[src/hdl/accel_offset_calibrate_filter_average_defines.svh]
// Assertion macros for the accelerometer offset calibration block.
// Needs clk and arst_n in the scope of each use.
`ifndef ACCEL_OFFSET_CALIBRATE_FILTER_AVERAGE_DEFINES_SVH
`define ACCEL_OFFSET_CALIBRATE_FILTER_AVERAGE_DEFINES_SVH

// same-cycle implication
`define AOCFA_ASSERT_NOW(label, ante, cons, msg) \
	label: assert property (@(posedge clk) disable iff (!arst_n) (ante) |-> (cons)) \
		else $error(msg);

// next-cycle implication
`define AOCFA_ASSERT_NEXT(label, ante, cons, msg) \
	label: assert property (@(posedge clk) disable iff (!arst_n) (ante) |=> (cons)) \
		else $error(msg);

`endif

[src/hdl/aocfa_pkg.sv]
// Shared types and constants of the accelerometer offset calibration block.
// No dependencies.
package aocfa_pkg;

	localparam int CAL_CYCLES_DEF     = 512;
	localparam int FLIGHT_SAMPLES_DEF = 50;
	localparam int MEAN_COUNT_MAX_DEF = 65535;

	localparam logic        FILTER_EN_RST = 1'b1;
	localparam logic [15:0] FILTER_GAIN_RST = 16'd5000;
	localparam logic [14:0] ONE_G_RST = 15'd256;
	localparam logic        INFLIGHT_EN_RST = 1'b0;

	typedef enum logic [2:0] {
		OP_SAMPLE = 3'd0,
		OP_GROUND = 3'd1,
		OP_FLIGHT = 3'd2,
		OP_COMMIT = 3'd3,
		OP_READ   = 3'd4
	} op_t;

	typedef enum logic [1:0] {
		REG_FILTER_EN   = 2'd0,
		REG_FILTER_GAIN = 2'd1,
		REG_ONE_G       = 2'd2,
		REG_INFLIGHT_EN = 2'd3
	} reg_t;

	typedef struct packed {
		logic [2:0]         opcode;
		logic signed [15:0] sample_x;
		logic signed [15:0] sample_y;
		logic signed [15:0] sample_z;
	} in_t;

	typedef struct packed {
		logic signed [15:0] corr_x;
		logic signed [15:0] corr_y;
		logic signed [15:0] corr_z;
		logic               ground_cal_idle;
		logic               inflight_measured;
		logic signed [15:0] avg_x;
		logic signed [15:0] avg_y;
		logic signed [15:0] avg_z;
		logic               avg_valid;
	} out_t;

	function automatic int max3(input int a, input int b, input int c);
		int m;
		m = (a > b) ? a : b;
		return (m > c) ? m : c;
	endfunction

endpackage

[src/hdl/aocfa_div.sv]
// Iterative signed-by-unsigned divider, one quotient bit per cycle.
// Uses aocfa_pkg; quotient truncated toward zero.
module aocfa_div
	import aocfa_pkg::*;
#(
	parameter int DDW = 33,
	parameter int DVW = 16
) (
	input  logic                  clk,
	input  logic                  arst_n,
	input  logic                  start,
	input  logic signed [DDW-1:0] dividend,
	input  logic [DVW-1:0]        divisor,
	output logic                  done,
	output logic signed [DDW-1:0] quotient
);

	localparam int CW = $clog2(DDW + 1);

	logic           busy_q, done_q, neg_q;
	logic [CW-1:0]  cnt_q;
	logic [DDW-1:0] quo_q;
	logic [DVW-1:0] rem_q, dvs_q;
	logic [DVW:0]   rem_sh;
	logic           fits;

	// restoring step
	assign rem_sh = {rem_q, quo_q[DDW-1]};
	assign fits = rem_sh >= {1'b0, dvs_q};

	always_ff @(posedge clk or negedge arst_n) begin
		if (!arst_n) begin
			busy_q <= 1'b0;
			done_q <= 1'b0;
			cnt_q <= '0;
		end else begin
			done_q <= 1'b0;
			if (start) begin
				busy_q <= 1'b1;
				cnt_q <= CW'(DDW);
			end else if (busy_q) begin
				cnt_q <= cnt_q - 1'b1;
				if (cnt_q == CW'(1)) begin
					busy_q <= 1'b0;
					done_q <= 1'b1;
				end
			end
		end
	end

	always_ff @(posedge clk) begin
		if (start) begin
			neg_q <= dividend[DDW-1];
			quo_q <= dividend[DDW-1] ? DDW'(-dividend) : dividend;
			rem_q <= '0;
			dvs_q <= divisor;
		end else if (busy_q) begin
			rem_q <= fits ? DVW'(rem_sh - {1'b0, dvs_q}) : rem_sh[DVW-1:0];
			quo_q <= {quo_q[DDW-2:0], fits};
		end
	end

	assign done = done_q;
	assign quotient = neg_q ? -$signed(quo_q) : $signed(quo_q);

endmodule

[src/hdl/accel_offset_calibrate_filter_average.sv]
// Three-axis accelerometer offset calibration with a first-order low-pass
// filter and a read-and-clear average. One beat is taken at a time: with the
// filter on, a sample passes through the one shared multiplier axis by axis
// (states S_MUL and S_ACC); with it off it skips them. The last ground
// calibration sample, a commit (in-flight enabled, no ground calibration
// running) and an average read (mean count not zero) each add three passes
// of the shared serial divider. Other commands go straight to the output
// register. A result may wait at the output while the next beat is taken in.
// Uses aocfa_pkg, aocfa_div and the assertion macro header.
`include "accel_offset_calibrate_filter_average_defines.svh"

module accel_offset_calibrate_filter_average
	import aocfa_pkg::*;
#(
	parameter int CAL_CYCLES     = CAL_CYCLES_DEF,
	parameter int FLIGHT_SAMPLES = FLIGHT_SAMPLES_DEF,
	parameter int MEAN_COUNT_MAX = MEAN_COUNT_MAX_DEF
) (
	input  logic        clk,
	input  logic        arst_n,
	input  logic        in_valid,
	output logic        in_stall,
	input  in_t         in_data,
	output logic        out_valid,
	input  logic        out_stall,
	output out_t        out_data,
	input  logic        cfg_we,
	input  logic [1:0]  cfg_addr,
	input  logic [15:0] cfg_wdata
);

	localparam int GCW = $clog2(CAL_CYCLES + 1);
	localparam int FCW = $clog2(FLIGHT_SAMPLES + 1);
	localparam int MCW = $clog2(MEAN_COUNT_MAX + 1);
	localparam int GW  = 16 + GCW;
	localparam int FW  = 16 + FCW;
	localparam int MW  = 17 + MCW;
	localparam int DDW = max3(GW, FW, MW);
	localparam int DVW = max3(GCW, FCW, MCW);
	localparam int QW  = DDW + 1;

	typedef enum logic [2:0] {
		S_IDLE, S_MUL, S_ACC, S_SAMPLE, S_DSTART, S_DWAIT, S_DONE
	} state_t;

	typedef enum logic [1:0] {
		SRC_GROUND, SRC_FLIGHT, SRC_MEAN
	} src_t;

	state_t state_q;
	src_t   src_q;
	logic [1:0] ax_q;

	logic        filter_en_q, inflight_en_q;
	logic [15:0] gain_q;
	logic [14:0] one_g_q;

	logic signed [31:0]   lpf_q [3];
	logic signed [15:0]   f_q [3];
	logic signed [15:0]   trim_q [3];
	logic signed [15:0]   saved_q [3];
	logic signed [GW-1:0] gsum_q [3];
	logic signed [FW-1:0] fsum_q [3];
	logic signed [MW-1:0] msum_q [3];
	logic [GCW-1:0] gcnt_q;
	logic [FCW-1:0] fcnt_q;
	logic [MCW-1:0] mcnt_q;
	logic signed [49:0] p_q;

	out_t res_q, out_q;
	logic out_valid_q;

	logic signed [32:0] diff;
	logic signed [49:0] p_rnd;
	logic signed [31:0] st_new;
	logic signed [32:0] st_rnd;

	logic signed [GW-1:0] gsum_c [3];
	logic signed [FW-1:0] fsum_c [3];
	logic signed [15:0]   corr_c [3];
	logic signed [16:0]   cdiff [3];

	logic                  div_start, div_done;
	logic signed [DDW-1:0] div_a, div_q;
	logic [DVW-1:0]        div_b;
	logic signed [QW-1:0]  trim_wide;

	function automatic logic signed [15:0] sat16(input logic signed [QW-1:0] v);
		if ((&v[QW-1:15]) || !(|v[QW-1:15]))
			return v[15:0];
		return v[QW-1] ? 16'sh8000 : 16'sh7fff;
	endfunction

	// filter arithmetic for the current axis; step is floored
	assign diff = {f_q[ax_q][15], f_q[ax_q], 16'b0} - {lpf_q[ax_q][31], lpf_q[ax_q]};
	assign p_rnd = p_q >>> 16;
	assign st_new = lpf_q[ax_q] + p_rnd[31:0];
	assign st_rnd = {st_new[31], st_new} + (st_new[31] ? 33'sd65535 : 33'sd0);

	// per-axis sums and correction
	always_comb begin
		for (int i = 0; i < 3; i++) begin
			gsum_c[i] = ((gcnt_q == GCW'(CAL_CYCLES)) ? '0 : gsum_q[i])
				+ {{(GW-16){f_q[i][15]}}, f_q[i]};
			fsum_c[i] = ((fcnt_q == FCW'(FLIGHT_SAMPLES)) ? '0 : fsum_q[i])
				+ {{(FW-16){f_q[i][15]}}, f_q[i]};
			cdiff[i] = {f_q[i][15], f_q[i]} - {trim_q[i][15], trim_q[i]};
			corr_c[i] = sat16({{(QW-17){cdiff[i][16]}}, cdiff[i]});
		end
	end

	// divider operand select
	always_comb begin
		unique case (src_q)
			SRC_GROUND: begin
				div_a = {{(DDW-GW){gsum_q[ax_q][GW-1]}}, gsum_q[ax_q]};
				div_b = DVW'(CAL_CYCLES);
			end
			SRC_FLIGHT: begin
				div_a = {{(DDW-FW){fsum_q[ax_q][FW-1]}}, fsum_q[ax_q]};
				div_b = DVW'(FLIGHT_SAMPLES);
			end
			default: begin
				div_a = {{(DDW-MW){msum_q[ax_q][MW-1]}}, msum_q[ax_q]};
				div_b = {{(DVW-MCW){1'b0}}, mcnt_q};
			end
		endcase
	end

	assign div_start = state_q == S_DSTART;
	assign trim_wide = {div_q[DDW-1], div_q}
		- ((ax_q == 2'd2) ? {{(QW-15){1'b0}}, one_g_q} : '0);

	aocfa_div #(.DDW(DDW), .DVW(DVW)) u_div (
		.clk      (clk),
		.arst_n   (arst_n),
		.start    (div_start),
		.dividend (div_a),
		.divisor  (div_b),
		.done     (div_done),
		.quotient (div_q)
	);

	// configuration registers
	always_ff @(posedge clk or negedge arst_n) begin
		if (!arst_n) begin
			filter_en_q <= FILTER_EN_RST;
			gain_q <= FILTER_GAIN_RST;
			one_g_q <= ONE_G_RST;
			inflight_en_q <= INFLIGHT_EN_RST;
		end else if (cfg_we) begin
			unique case (cfg_addr)
				REG_FILTER_EN:   filter_en_q <= cfg_wdata[0];
				REG_FILTER_GAIN: gain_q <= cfg_wdata;
				REG_ONE_G:       one_g_q <= cfg_wdata[14:0];
				default:         inflight_en_q <= cfg_wdata[0];
			endcase
		end
	end

	// sequencer, state and output register
	always_ff @(posedge clk or negedge arst_n) begin
		if (!arst_n) begin
			state_q <= S_IDLE;
			src_q <= SRC_GROUND;
			ax_q <= '0;
			gcnt_q <= '0;
			fcnt_q <= '0;
			mcnt_q <= '0;
			out_valid_q <= 1'b0;
			for (int i = 0; i < 3; i++) begin
				lpf_q[i] <= '0;
				trim_q[i] <= '0;
				saved_q[i] <= '0;
				gsum_q[i] <= '0;
				fsum_q[i] <= '0;
				msum_q[i] <= '0;
			end
		end else begin
			if (out_valid_q && !out_stall)
				out_valid_q <= 1'b0;
			unique case (state_q)
				S_IDLE: begin
					if (in_valid) begin
						res_q <= '0;
						ax_q <= '0;
						f_q[0] <= in_data.sample_x;
						f_q[1] <= in_data.sample_y;
						f_q[2] <= in_data.sample_z;
						state_q <= S_DONE;
						unique case (in_data.opcode)
							OP_SAMPLE: state_q <= filter_en_q ? S_MUL : S_SAMPLE;
							OP_GROUND: gcnt_q <= GCW'(CAL_CYCLES);
							OP_FLIGHT: begin
								if (inflight_en_q && fcnt_q == '0)
									fcnt_q <= FCW'(FLIGHT_SAMPLES);
							end
							OP_COMMIT: begin
								if (inflight_en_q && gcnt_q == '0) begin
									src_q <= SRC_FLIGHT;
									state_q <= S_DSTART;
								end
							end
							OP_READ: begin
								if (mcnt_q != '0) begin
									src_q <= SRC_MEAN;
									state_q <= S_DSTART;
								end
							end
							default: ;
						endcase
					end
				end
				S_MUL: begin
					p_q <= $signed({1'b0, gain_q}) * diff;
					state_q <= S_ACC;
				end
				S_ACC: begin
					lpf_q[ax_q] <= st_new;
					f_q[ax_q] <= st_rnd[31:16];
					if (ax_q == 2'd2) begin
						state_q <= S_SAMPLE;
					end else begin
						ax_q <= ax_q + 1'b1;
						state_q <= S_MUL;
					end
				end
				S_SAMPLE: begin
					ax_q <= '0;
					state_q <= S_DONE;
					if (gcnt_q != '0) begin
						// ground calibration consumes the sample
						for (int i = 0; i < 3; i++) begin
							gsum_q[i] <= gsum_c[i];
							trim_q[i] <= '0;
						end
						gcnt_q <= gcnt_q - 1'b1;
						if (gcnt_q == GCW'(1)) begin
							src_q <= SRC_GROUND;
							state_q <= S_DSTART;
						end
					end else if (inflight_en_q && fcnt_q != '0) begin
						// in-flight measurement keeps the old trims aside
						for (int i = 0; i < 3; i++) begin
							if (fcnt_q == FCW'(FLIGHT_SAMPLES))
								saved_q[i] <= trim_q[i];
							fsum_q[i] <= fsum_c[i];
							trim_q[i] <= (fcnt_q == FCW'(1)) ? saved_q[i] : '0;
						end
						res_q.inflight_measured <= fcnt_q == FCW'(1);
						fcnt_q <= fcnt_q - 1'b1;
					end else begin
						res_q.corr_x <= corr_c[0];
						res_q.corr_y <= corr_c[1];
						res_q.corr_z <= corr_c[2];
					end
					// running mean; calibrating samples add zero
					if (mcnt_q < MCW'(MEAN_COUNT_MAX)) begin
						mcnt_q <= mcnt_q + 1'b1;
						if (gcnt_q == '0 && !(inflight_en_q && fcnt_q != '0)) begin
							for (int i = 0; i < 3; i++)
								msum_q[i] <= msum_q[i]
									+ {{(MW-16){corr_c[i][15]}}, corr_c[i]};
						end
					end
				end
				S_DSTART: state_q <= S_DWAIT;
				S_DWAIT: begin
					if (div_done) begin
						if (src_q == SRC_MEAN) begin
							msum_q[ax_q] <= '0;
							unique case (ax_q)
								2'd0: res_q.avg_x <= sat16({div_q[DDW-1], div_q});
								2'd1: res_q.avg_y <= sat16({div_q[DDW-1], div_q});
								default: res_q.avg_z <= sat16({div_q[DDW-1], div_q});
							endcase
						end else begin
							trim_q[ax_q] <= sat16(trim_wide);
						end
						if (ax_q == 2'd2) begin
							if (src_q == SRC_MEAN) begin
								mcnt_q <= '0;
								res_q.avg_valid <= 1'b1;
							end
							state_q <= S_DONE;
						end else begin
							ax_q <= ax_q + 1'b1;
							state_q <= S_DSTART;
						end
					end
				end
				default: begin
					// S_DONE: hand the result to the output register
					if (!out_valid_q || !out_stall) begin
						out_q <= res_q;
						out_q.ground_cal_idle <= gcnt_q == '0;
						out_valid_q <= 1'b1;
						state_q <= S_IDLE;
					end
				end
			endcase
		end
	end

	assign in_stall = state_q != S_IDLE;
	assign out_valid = out_valid_q;
	assign out_data = out_q;

	`AOCFA_ASSERT_NEXT(a_busy_after_accept, in_valid && !in_stall, in_stall, "accept not busy")
	`AOCFA_ASSERT_NOW(a_read_no_corr, out_valid && out_data.avg_valid, out_data.corr_x == 16'sd0 && out_data.corr_y == 16'sd0 && out_data.corr_z == 16'sd0, "read with corr")
	`AOCFA_ASSERT_NOW(a_meas_no_corr, out_valid && out_data.inflight_measured, out_data.corr_x == 16'sd0 && out_data.corr_z == 16'sd0 && !out_data.avg_valid, "measured with corr")
	`AOCFA_ASSERT_NOW(a_div_only_wait, div_done, state_q == S_DWAIT, "divider done outside wait")

endmodule
[config.mk]
export PLATFORM = sky130hd
export DESIGN_NAME = accel_offset_calibrate_filter_average
export DESIGN_NICKNAME = d
export VERILOG_FILES = /design/src/hdl/aocfa_pkg.sv /design/src/hdl/aocfa_div.sv /design/src/hdl/accel_offset_calibrate_filter_average.sv
export VERILOG_INCLUDE_DIRS = /design/src /design/src/hdl
export SDC_FILE = /design/constraint.sdc
export NUM_CORES = 2
export LEC_CHECK = 0
export ABC_AREA = 1
export BUFFER_PORTS_ARGS = -buffer_cell sky130_fd_sc_hd__buf_4
export CAP_MARGIN = 10
export CORE_MARGIN = 4
export CORE_UTILIZATION = 33
export DETAILED_ROUTE_END_ITERATION = 6
export GPL_TIMING_DRIVEN = 0
export PLACE_DENSITY = 0.55
export SYNTH_ARGS = -nofsm -noshare
export SYNTH_HDL_FRONTEND = slang
export SYNTH_SLANG_ARGS = --single-unit
[constraint.sdc]
create_clock -name clk -period 12.2 [get_ports clk]
set_input_delay 3.66 -clock clk [delete_from_list [all_inputs] [get_ports clk]]
set_output_delay 3.66 -clock clk [all_outputs]
set_load 0.01 [all_outputs]
==> flow_metrics.tcl <==
set metrics [dict create \
    drc_errors 0 \
    ys.warnings.count 0 \
    dr.pass1.iters 6 \
    cp.arrival_ps 12150 \
    wl_per_cell_um 21.92 \
    muxShareOfSynthArea_pct 0 \
    syn-cell-area_um2 75970 \
    synth_compound_area_share_pct 13.79 \
    port_buffers 174 \
    cp-end-kind "flop" \
    synth_edf_count 343 \
    max_freq_mhz 85.69 \
    crit_slowest_cell "fa_1" \
    die_area_um2 237900 \
    synth_fa_ha_area_share_pct 21.49 \
    grt-ovfl-total 0 \
    grt_setup_unrepaired "no" \
    clock_path_buffers 3 \
    wl_um 288200 \
    final.setup_skew_ps 47.31 \
    antenna_found_initial 15 \
    worst-slew-pin-transition_ps 1376 \
    ys_seq_area_share_pct 30.99 \
    dpl_worst_slack_ps -586.4 \
    cpPeakStageDelay_ps 520 \
    synthTopCellsByCount "2149 x nand2_1, 1567 x inv_1, 905 x nor2_1" \
    tritoncts "yes" \
    path_max_fanout 12 \
    hold_class "reg -> reg" \
    clkSinkCount 875 \
    status "completed" \
    via_per_inst 5.202 \
    fin_crit_sh_pct 95.66 \
    grt_max_degree 119 \
    io_pins 175 \
    synthSimpleGateAreaFrac_pct 20.18 \
    finalSetupViolations 0 \
    synth-xor-area-share_pct 3.905 \
    core_um2 228200 \
    htree_levels 3 \
    syn_area_per_cell_um2 7.795 \
    critical_path_class "reg -> reg" \
    first_global_vias 67149 \
    fin_cells 13150 \
    synth_seq_cells 875 \
    worstSetupStartpointType "flop" \
    synth_cell_types 70 \
    synth_top_area_cell "dfrtp_1" \
    synth_area_leaders "dfrtp_1 17%, edfxtp_1 14%, fa_1 13%" \
    layout_setup_ws_ps 529.9 \
    synthArstFlopShare_pct 58.97 \
    syn_inst 9745 \
    grt_pass1_wl_um 427300 \
    crit_required_ps 12680 \
    dp.cells 12953 \
    hpwl_um 233700 \
    cap_violations 0 \
    nets 11128 \
    grt_usage_pct 23.86 \
    postPlaceCellArea_um2 81550 \
    drtIter0Drc 6070 \
    ys.flop_type "dfrtp_1" \
    synth_top_area_share_pct 16.77 \
    fp.dieH_um 487.8 \
    initial_core_util_pct 33.30 \
    finalMaxSlewViolations 0 \
    vias 68405 \
    clk_pin_slew_ps 70 \
    slew-limit-headroom_pct 7.277 \
    drive_gt1_share_pct 5.920 \
    clk-insertion-delay-late_ps 770 \
    cts_hold_buffers 0 \
    antenna_left 0 \
    period_minus_slack_ps 11670 \
    numCtsBuffers 103 \
    synth_top_family_by_area "adder cells" \
    rows 175 \
    reg2reg_depth 39 \
    yosysMostFrequentCell "nand2_1" \
    whs_ps 407.0 \
    routabilityCongestion 0.9674 \
    whs_path_depth 0 \
    synth_nets 10824 \
    root_buffer "clkbuf_16" \
    finalInstanceArea_um2 85150 \
    syn_to_final_growth_pct 12.09 \
    final-hold-violation-count 0 \
    die_w_um 487.8 \
]
-- flip-flops by register name, summed over array words and instances, names as in the netlist, 16 cells and up --
| register | count |
|---|---|
| gsum_q | 78 |
| f_q | 64 |
| fsum_q | 66 |
| p_q | 32 |
| msum_q | 99 |
| gain_q | 16 |
| saved_q | 48 |
| mcnt_q | 16 |
| u_div.dvs_q | 16 |
| u_div.quo_q | 33 |
| lpf_q | 96 |
| res_q | 98 |
| u_div.rem_q | 16 |
| out_data | 99 |
| trim_q | 48 |
-- repair_timing --
item,4_1_cts,5_1_grt
buffers inserted,0,0
endpoints found under the setup margin,8,11
gates resized for setup,6,17
-- critical path, delay by kind of cell, from the launching register on --
kind / cells / cell delay [ps]
adder cells (fa/ha/maj): 8 / 3770
buffers and inverters: 12 / 3200
AO/OA/AOI/OAI: 8 / 1810
AND/OR/NAND/NOR: 10 / 1730
flip-flops: 1 / 440
XOR/XNOR: 1 / 400
-- through the flow --
stage	util [%]	setup TNS, ps
global route	37.32	0
finish	37.32	0
CTS	37.28	0
global placement	35.52	-815500
floorplan	-	0
detailed placement	35.74	-1942
-- final cells by class --
| type | instances | area, µm² |
|---|---|---|
| tap | 3009 | 3765 |
| timing repair buffer | 202 | 1812 |
| inverter | 1600 | 6010 |
| clock inverter | 56 | 629.4 |
| antenna | 6 | 15.01 |
| buffer | 300 | 1319 |
| fill | 23744 | 143000 |
| multi-input combinational | 6967 | 45180 |
| clock buffer | 135 | 2880 |
| sequential | 875 | 23540 |
-- metal layers --
metal	vias up	global-route usage [%]	routed length, µm
li1	32040	-	-
met2	2378	39.61	133900
met5	-	0	37
met1	33372	30.23	118100
met4	6	12.13	17130
met3	609	3.520	19030
-- placed cells by master, fill, tap and decap left out, types with 16 or more instances in the layout --
cell,netlist,final
o21ai_0,832,828
clkbuf_16,0,105
a21o_1,23,23
nor2_2,27,28
a31oi_1,29,29
edfxtp_1,343,343
dfxtp_1,16,16
nand3_1,299,299
o21bai_1,27,27
inv_1,1567,1566
o211ai_1,50,50
fa_1,500,500
xor2_1,218,218
ha_1,505,505
o21a_1,26,26
buf_2,35,35
inv_2,21,21
dfrtp_1,509,509
and2_1,46,46
o21ai_1,21,24
clkbuf_1,231,239
a22oi_1,29,29
buf_6,14,20
nand3b_1,25,25
xnor2_1,110,109
a211oi_1,16,16
o221ai_1,25,25
o22ai_1,68,67
nand2_1,2149,2148
nor4_1,17,16
nor3_1,86,83
or2_2,29,29
buf_4,9,186
nand4_1,67,67
a21oi_1,694,691
nor2_1,905,903
nand2_2,22,23
clkinv_1,12,18
-- path summary, 6_finish.rpt --
check                          start           end  slack (ps)
setup / recovery             ax_q[0]       p_q[47]         530
hold / removal             res_q[82]  out_data[82]         410
setup reg to reg             ax_q[0]       p_q[47]         530
hold reg to reg            res_q[82]  out_data[82]         410
max in group asynchronous     arst_n     lpf_q[61]        7360
min in group asynchronous     arst_n  u_div.busy_q        2800
-- logic make-up (layout without fill, tap and decap cells) --
kind of cell	Yosys count	after routing
fa+ha+maj	1005	1005
compound gates	1912	1912
buf+inv	1903	2293
xor+xnor	332	332
flops	875	875
simple gates	3718	3718
other cells	0	6
Power is not shown: default switching activity piles up to over one toggle a cycle in this logic, so the estimate is an artifact.
